--- src/rtl/imm_pkg.sv ---
package imm_pkg;

   // Field and register widths
   localparam int FUNC_W    = 2;
   localparam int IDX_W     = 5;
   localparam int DATA_W    = 32;
   localparam int STATUS_W  = 2;
   localparam int CFG_W     = 6;
   localparam int CSR_IDX_W = 2;
   // Effective dimensions never exceed 64, so 7 bits hold them
   localparam int DIM_W     = 7;

   localparam int MAX_DIM_DEFAULT = 32;

   // Operation codes
   localparam logic [FUNC_W-1:0] FUNC_WRITE_A = 2'd0;
   localparam logic [FUNC_W-1:0] FUNC_WRITE_B = 2'd1;
   localparam logic [FUNC_W-1:0] FUNC_READ    = 2'd2;

   // Result status codes
   localparam logic [STATUS_W-1:0] ST_OK       = 2'd0;
   localparam logic [STATUS_W-1:0] ST_MISMATCH = 2'd1;
   localparam logic [STATUS_W-1:0] ST_RANGE    = 2'd2;

   // Register indexes
   localparam logic [CSR_IDX_W-1:0] REG_ROWS_A = 2'd0;
   localparam logic [CSR_IDX_W-1:0] REG_COLS_A = 2'd1;
   localparam logic [CSR_IDX_W-1:0] REG_ROWS_B = 2'd2;
   localparam logic [CSR_IDX_W-1:0] REG_COLS_B = 2'd3;

   localparam logic [CFG_W-1:0] CFG_RESET = 6'd1;

   // Commands from the controller to the datapath
   typedef struct packed {
      logic accept;
      logic decode;
      logic run;
      logic finish;
   } ctrl_cmd_type;

   // Status from the datapath to the controller
   typedef struct packed {
      logic req_valid;
      logic go_run;
      logic last_issue;
      logic pipe_busy;
      logic rsp_free;
   } dp_status_type;

   // Clamp a dimension register to the store size
   function automatic logic [DIM_W-1:0] eff_dim(input logic [CFG_W-1:0] v,
                                                input int unsigned max_dim);
      logic [DIM_W-1:0] lim;
      lim = DIM_W'(max_dim);
      return (DIM_W'(v) > lim) ? lim : DIM_W'(v);
   endfunction

endpackage

--- src/rtl/imm_ctrl.sv ---
module imm_ctrl (
   input  logic                   clock,
   input  logic                   reset,
   input  imm_pkg::dp_status_type status,
   output imm_pkg::ctrl_cmd_type  cmd
);

   typedef enum logic [2:0] {
      S_IDLE,
      S_DECODE,
      S_RUN,
      S_DRAIN,
      S_FINISH
   } state_type;

   state_type state_ff;
   state_type state_in;

   // Next state
   always_comb begin
      state_in = state_ff;
      unique case (state_ff)
         S_IDLE: begin
            if (status.req_valid) state_in = S_DECODE;
         end
         S_DECODE: begin
            state_in = status.go_run ? S_RUN : S_FINISH;
         end
         S_RUN: begin
            if (status.last_issue) state_in = S_DRAIN;
         end
         S_DRAIN: begin
            if (!status.pipe_busy) state_in = S_FINISH;
         end
         S_FINISH: begin
            if (status.rsp_free) state_in = S_IDLE;
         end
         default: state_in = S_IDLE;
      endcase
   end

   // Hold state
   always_ff @(posedge clock) begin
      if (reset) begin
         state_ff <= S_IDLE;
      end else begin
         state_ff <= state_in;
      end
   end

   // Decode commands from state
   always_comb begin
      cmd.accept = (state_ff == S_IDLE);
      cmd.decode = (state_ff == S_DECODE);
      cmd.run    = (state_ff == S_RUN);
      cmd.finish = (state_ff == S_FINISH) && status.rsp_free;
   end

endmodule

--- config.mk ---
export PLATFORM = sky130hd
export DESIGN_NAME = imm_ctrl
export DESIGN_NICKNAME = d
export VERILOG_FILES = /design/src/rtl/imm_pkg.sv /design/src/rtl/imm_ctrl.sv
export SDC_FILE = /design/constraint.sdc
export NUM_CORES = 1
export LEC_CHECK = 0
export BUFFER_PORTS_ARGS = -buffer_cell sky130_fd_sc_hd__buf_4
export CORE_AREA = 2 2 39 41
export DETAILED_ROUTE_END_ITERATION = 8
export DIE_AREA = 0 0 41 43
export GPL_TIMING_DRIVEN = 1
export PLACE_DENSITY = 0.33
export SYNTH_ARGS = -nofsm -noshare
export SYNTH_HDL_FRONTEND = slang
export SYNTH_SLANG_ARGS = --single-unit
export TNS_END_PERCENT = 1
--- constraint.sdc ---
create_clock -name clock -period 1.5 [get_ports clock]
set_input_delay 0.15 -clock clock [delete_from_list [all_inputs] [get_ports clock]]
set_output_delay 0.15 -clock clock [all_outputs]
set_load 0.05 [all_outputs]
; Yosys cells after proc, flatten, opt, wreduce, memory -nomap -nowiden
; Cells that the tools add are included.
[totals]
ff_bits = 3
inputBits = 7
output_inout_bits = 4
elab_cells = 18
[op_classes]
n_eq_ne = 8
muxes = 6
reduce_logical = 3
[op_table]
columns = operator, count
row1 = 2-to-1 mux 3 bit, 5
row2 = case mux 3 bit (5 select lines), 1
row3 = "!= test 2 bit, second input constant", 4
row4 = "== test 3 x 2 -> 1 bit, second input constant", 2
row5 = AND reduction 4 bit, 1
row6 = "== test 3 x 1 -> 1 bit, second input constant", 1
row7 = "== test 3 bit, second input constant", 1
row8 = logical NOT 3 bit, 1
row9 = logical AND 1 bit, 1

; Longest topological paths before layout
[logic_depth]
depth_word = 3
mapped_depth = 4
mapped_depth_nobuf = 3

; Worst setup path before layout
; Ideal clock, no wire load.
[synth_timing]
path_kind = reg2out
startpoint = register state_ff[1]
endpoint = output cmd[1] (netlist bit)
arrival_time_ns = 1.642
slack_ns = -0.292
stages_incl_launch_ff = 3
path_buffers = 1
path_cell_list = dfxtp_1 -> buf_2 -> nor3b_1
[synth_lines]
columns = item, line_no
row1 = from (decl), imm_ctrl.sv:16  ; state_type state_ff;
row2 = from (signal assigned), imm_ctrl.sv:47  ; state_ff <= state_in;
row3 = to (decl), imm_ctrl.sv:5  ; output imm_pkg::ctrl_cmd_type cmd

==> results.txt <==
- Stage delay of the slowest cell on the critical path: 0.50 ns
* Global-route wire length before repair: ~730 um
- Commonest non-fill, non-tap cell in the layout: sky130_fd_sc_hd__buf_4
- The final layout contains routed wiring with a total length of 479 um.
- Die boundary height: between 40 and 50 um
- Post-synthesis sequential area ratio: 28.7%
* Cell family with the largest share of critical-path delay: flip-flops
* Clk buf depth: 2
- For the worst flop-to-flop path, the logic depth is 3.
- The detail route stage leaves a number of antenna-violating nets equal to 0.
- Number of clock sinks seen by CTS: 3
- The path with the worst hold slack has its endpoint at state_ff[1].
- Hold repair after CTS inserted 0 buffers.
* Clock-pin slew on the worst setup and hold paths: 0.04 ns
- Total power draw: 324 uW
* Filler cells: around 170
- The Yosys step of the flow raised 0 warnings.
- Register-to-Register Setup Slack: 0.29 ns
* Post-synthesis to final-layout area growth: 50.3%
* Total via count in the routed design: 209
- Syn Std Cell Area: about 210 um2
- Arrival time worst endpoint: 1.20 ns
* Max Cap Violations: 0
- Reg-to-reg endpoint: state_ff[0]
* Required time worst endpoint: between 1 and 1.5 ns
- LEAKAGE: 0.000128 uW
- Number of DRC violations after detailed-routing iteration 0: 2
* Antenna diode count: 0
* Ordered list of cells on the worst path: and4bb_2, buf_4
- The max-slew violation count was 0.
- Global-route usage over all layers: around 6.1%
* Share of the cycle needed by the critical path after routing: 89.9%
- Register name with the most flops: state_ff
* Number of input and output port buffers inserted: 10
- Worst-margin pin slew: 0.327 ns
- Headroom to the max-slew limit came out at 78.2%.
* Count of state elements after synthesis: 3
- Horizontal die dimension: 41 um
- The count of final hold-check violations was 0.
- The worst setup path is of the reg -> out kind.
- The region available for standard cell placement spans approximately 1400 um2.
- Startpoint of the worst hold path: reset
- On the critical path, the stage with the largest delay is an instance of sky130_fd_sc_hd__dfxtp_1.
* Cts repair resizes: 0
- The number of placed instances, taps included, is between 40 and 50.
- The register with the most flip-flops in the layout has 3 of them.
- Per-cell via count in the routed design: 4.18
- IR analysis of the VDD net gives a maximum drop of around 0.00020 V.
- Storage element area: 60.1 um2
- Highest-count cells in the layout ignoring fill and taps: sky130_fd_sc_hd__buf_4 (10), sky130_fd_sc_hd__nor3_1 (4), sky130_fd_sc_hd__clkbuf_4 (3), sky130_fd_sc_hd__dfxtp_1 (3), sky130_fd_sc_hd__nor2_1 (2)
- Number of iterations in the first detailed-routing pass: 4
- Endpoint type of the worst setup path: output pin
- Hold depth: 2
- The wire-length estimate of the detail-placed layout is 359 um.
* Final number of setup-violating endpoints: 0
* Worst path buffer plus inverter count: 1
* Net count of the finished layout: 42
- Initial Utilization: 15.1%
- For the worst-skew pair, the clock arrives at the later sink with an insertion delay of 0.23 ns.
- Timing would allow up to 742 MHz.
- The die covers about 1800 um2.
* Setup repair after global routing missed its margin: no
- Entering global routing, the biggest net connects 12 pins.
- Largest registers in the final layout: state_ff (3)
- In this run the worst path has a maximum fanout of 10.
* Deepest level of the CTS H-tree: 1
- Min-delay worst type: in -> reg
- After detailed routing, the average wire length per cell comes to 9.58 um.
- The initial antenna violation count came to 0.
* Layout Skew: 0.00623 ns
- Root Buffer: sky130_fd_sc_hd__clkbuf_4
* Final estimated routing congestion in global placement: 0.688
- The number of nets in the synthesized netlist is 30.
* Number of different library cells in the post-synthesis netlist: 16
- After detailed routing, the number of remaining DRC violations is 0.
- IO Pins: 11
- Total global routing overflow: 0
- Of the cells placed in the final design, the portion with a size suffix greater than 1 is 50.0%.
* Clock tree from TritonCTS: built
- Post-CTS setup buffer count: 0
- Number of rows created at floorplan: 14
- Shortest clock period the worst path allows after layout: approximately 1.3 ns
* Inserted Clock Buffers: 3
- Number of standard cells after synthesis: 23
* Vias in the first global route: 184
- Result of the run: completed
* Nature of the critical path startpoint: register
* Area used by multi-input combinational logic: 129 um2
* Mean Syn Cell Area: 9.08 um2
- Count of placed standard cells in the final layout, fillers left out: 50
* Areal power density over the cells: between 1000 and 1500 nW/um2
- Tracing the worst setup path back leads to its startpoint at state_ff[0].
* RR Startpoint: state_ff[0]
==> worst max-delay path by stage <==
stage                        to  slack, ns  cells after the start
CTS                      cmd[2]       0.13                      3
finish                   cmd[0]       0.15                      2
detailed placement  state_ff[0]       0.29                      3
floorplan                cmd[2]      -0.19                      2
global placement    state_ff[0]       0.29                      3
global route             cmd[2]       0.08                      3
==> Yosys cell counts (all sizes together) <==
cell,count,area share (%)
nor3,4,9.6
buf,3,10
dfxtp,3,29
nor2,2,3.6
nor4b,2,11
a211oi,1,3.6
a22oi,1,3.6
and4bb,1,6.0
inv,1,1.8
mux2,1,7.2
nand3b,1,3.6
nor3b,1,3.6
nor4bb,1,4.8
o21ai,1,2.4
==> per-stage QoR <==
stage	util [%]	hold WS [ns]	area (um2)	setup TNS (ns)	setup WS, ns
final	22.7	0.0989	314	0	0.152
after global routing	22.7	0.0979	314	0	0.0755
after CTS	22.7	0.0913	314	0	0.129
after detailed placement	20.8	0.336	288	0	0.290
after global placement	20.8	0.336	288	0	0.293
after floorplan	-	0.222	214	-0.376	-0.188
==> where the power goes <==
group | internal (uW) | leakage, uW | total (uW) | switching, uW
clock | 99.6 | 0.0000150 | 140 | 40.0
combinational | 38.4 | 0.0000886 | 85.5 | 47.1
sequential | 85.6 | 0.0000246 | 99.3 | 13.7
==> cell families after synthesis <==
logic type	share of synthesized area, %
compound gates	9.58
buf+inv	12.0
simple gates	42.5
flops	28.7
mux	7.18
==> area by class of cell <==
| class | instances | share of cell area, % |
|---|---|---|
| timing repair buffer | 10 | 23.9 |
| sequential | 3 | 19.1 |
| multi-input combinational | 16 | 41.0 |
| inverter | 1 | 1.20 |
| tap | 16 | 6.37 |
| clock buffer | 4 | 8.37 |
==> per-layer routing <==
metal  GRT usage [%]  wire length [um]  vias to the layer above
met5               0                 0                        -
met4            6.00                 0                        0
met3            2.09                39                        0
met2            6.56               212                        6
met1            8.65               228                       95
li1                -                 -                      108
(Power assumes the default switching activity.)
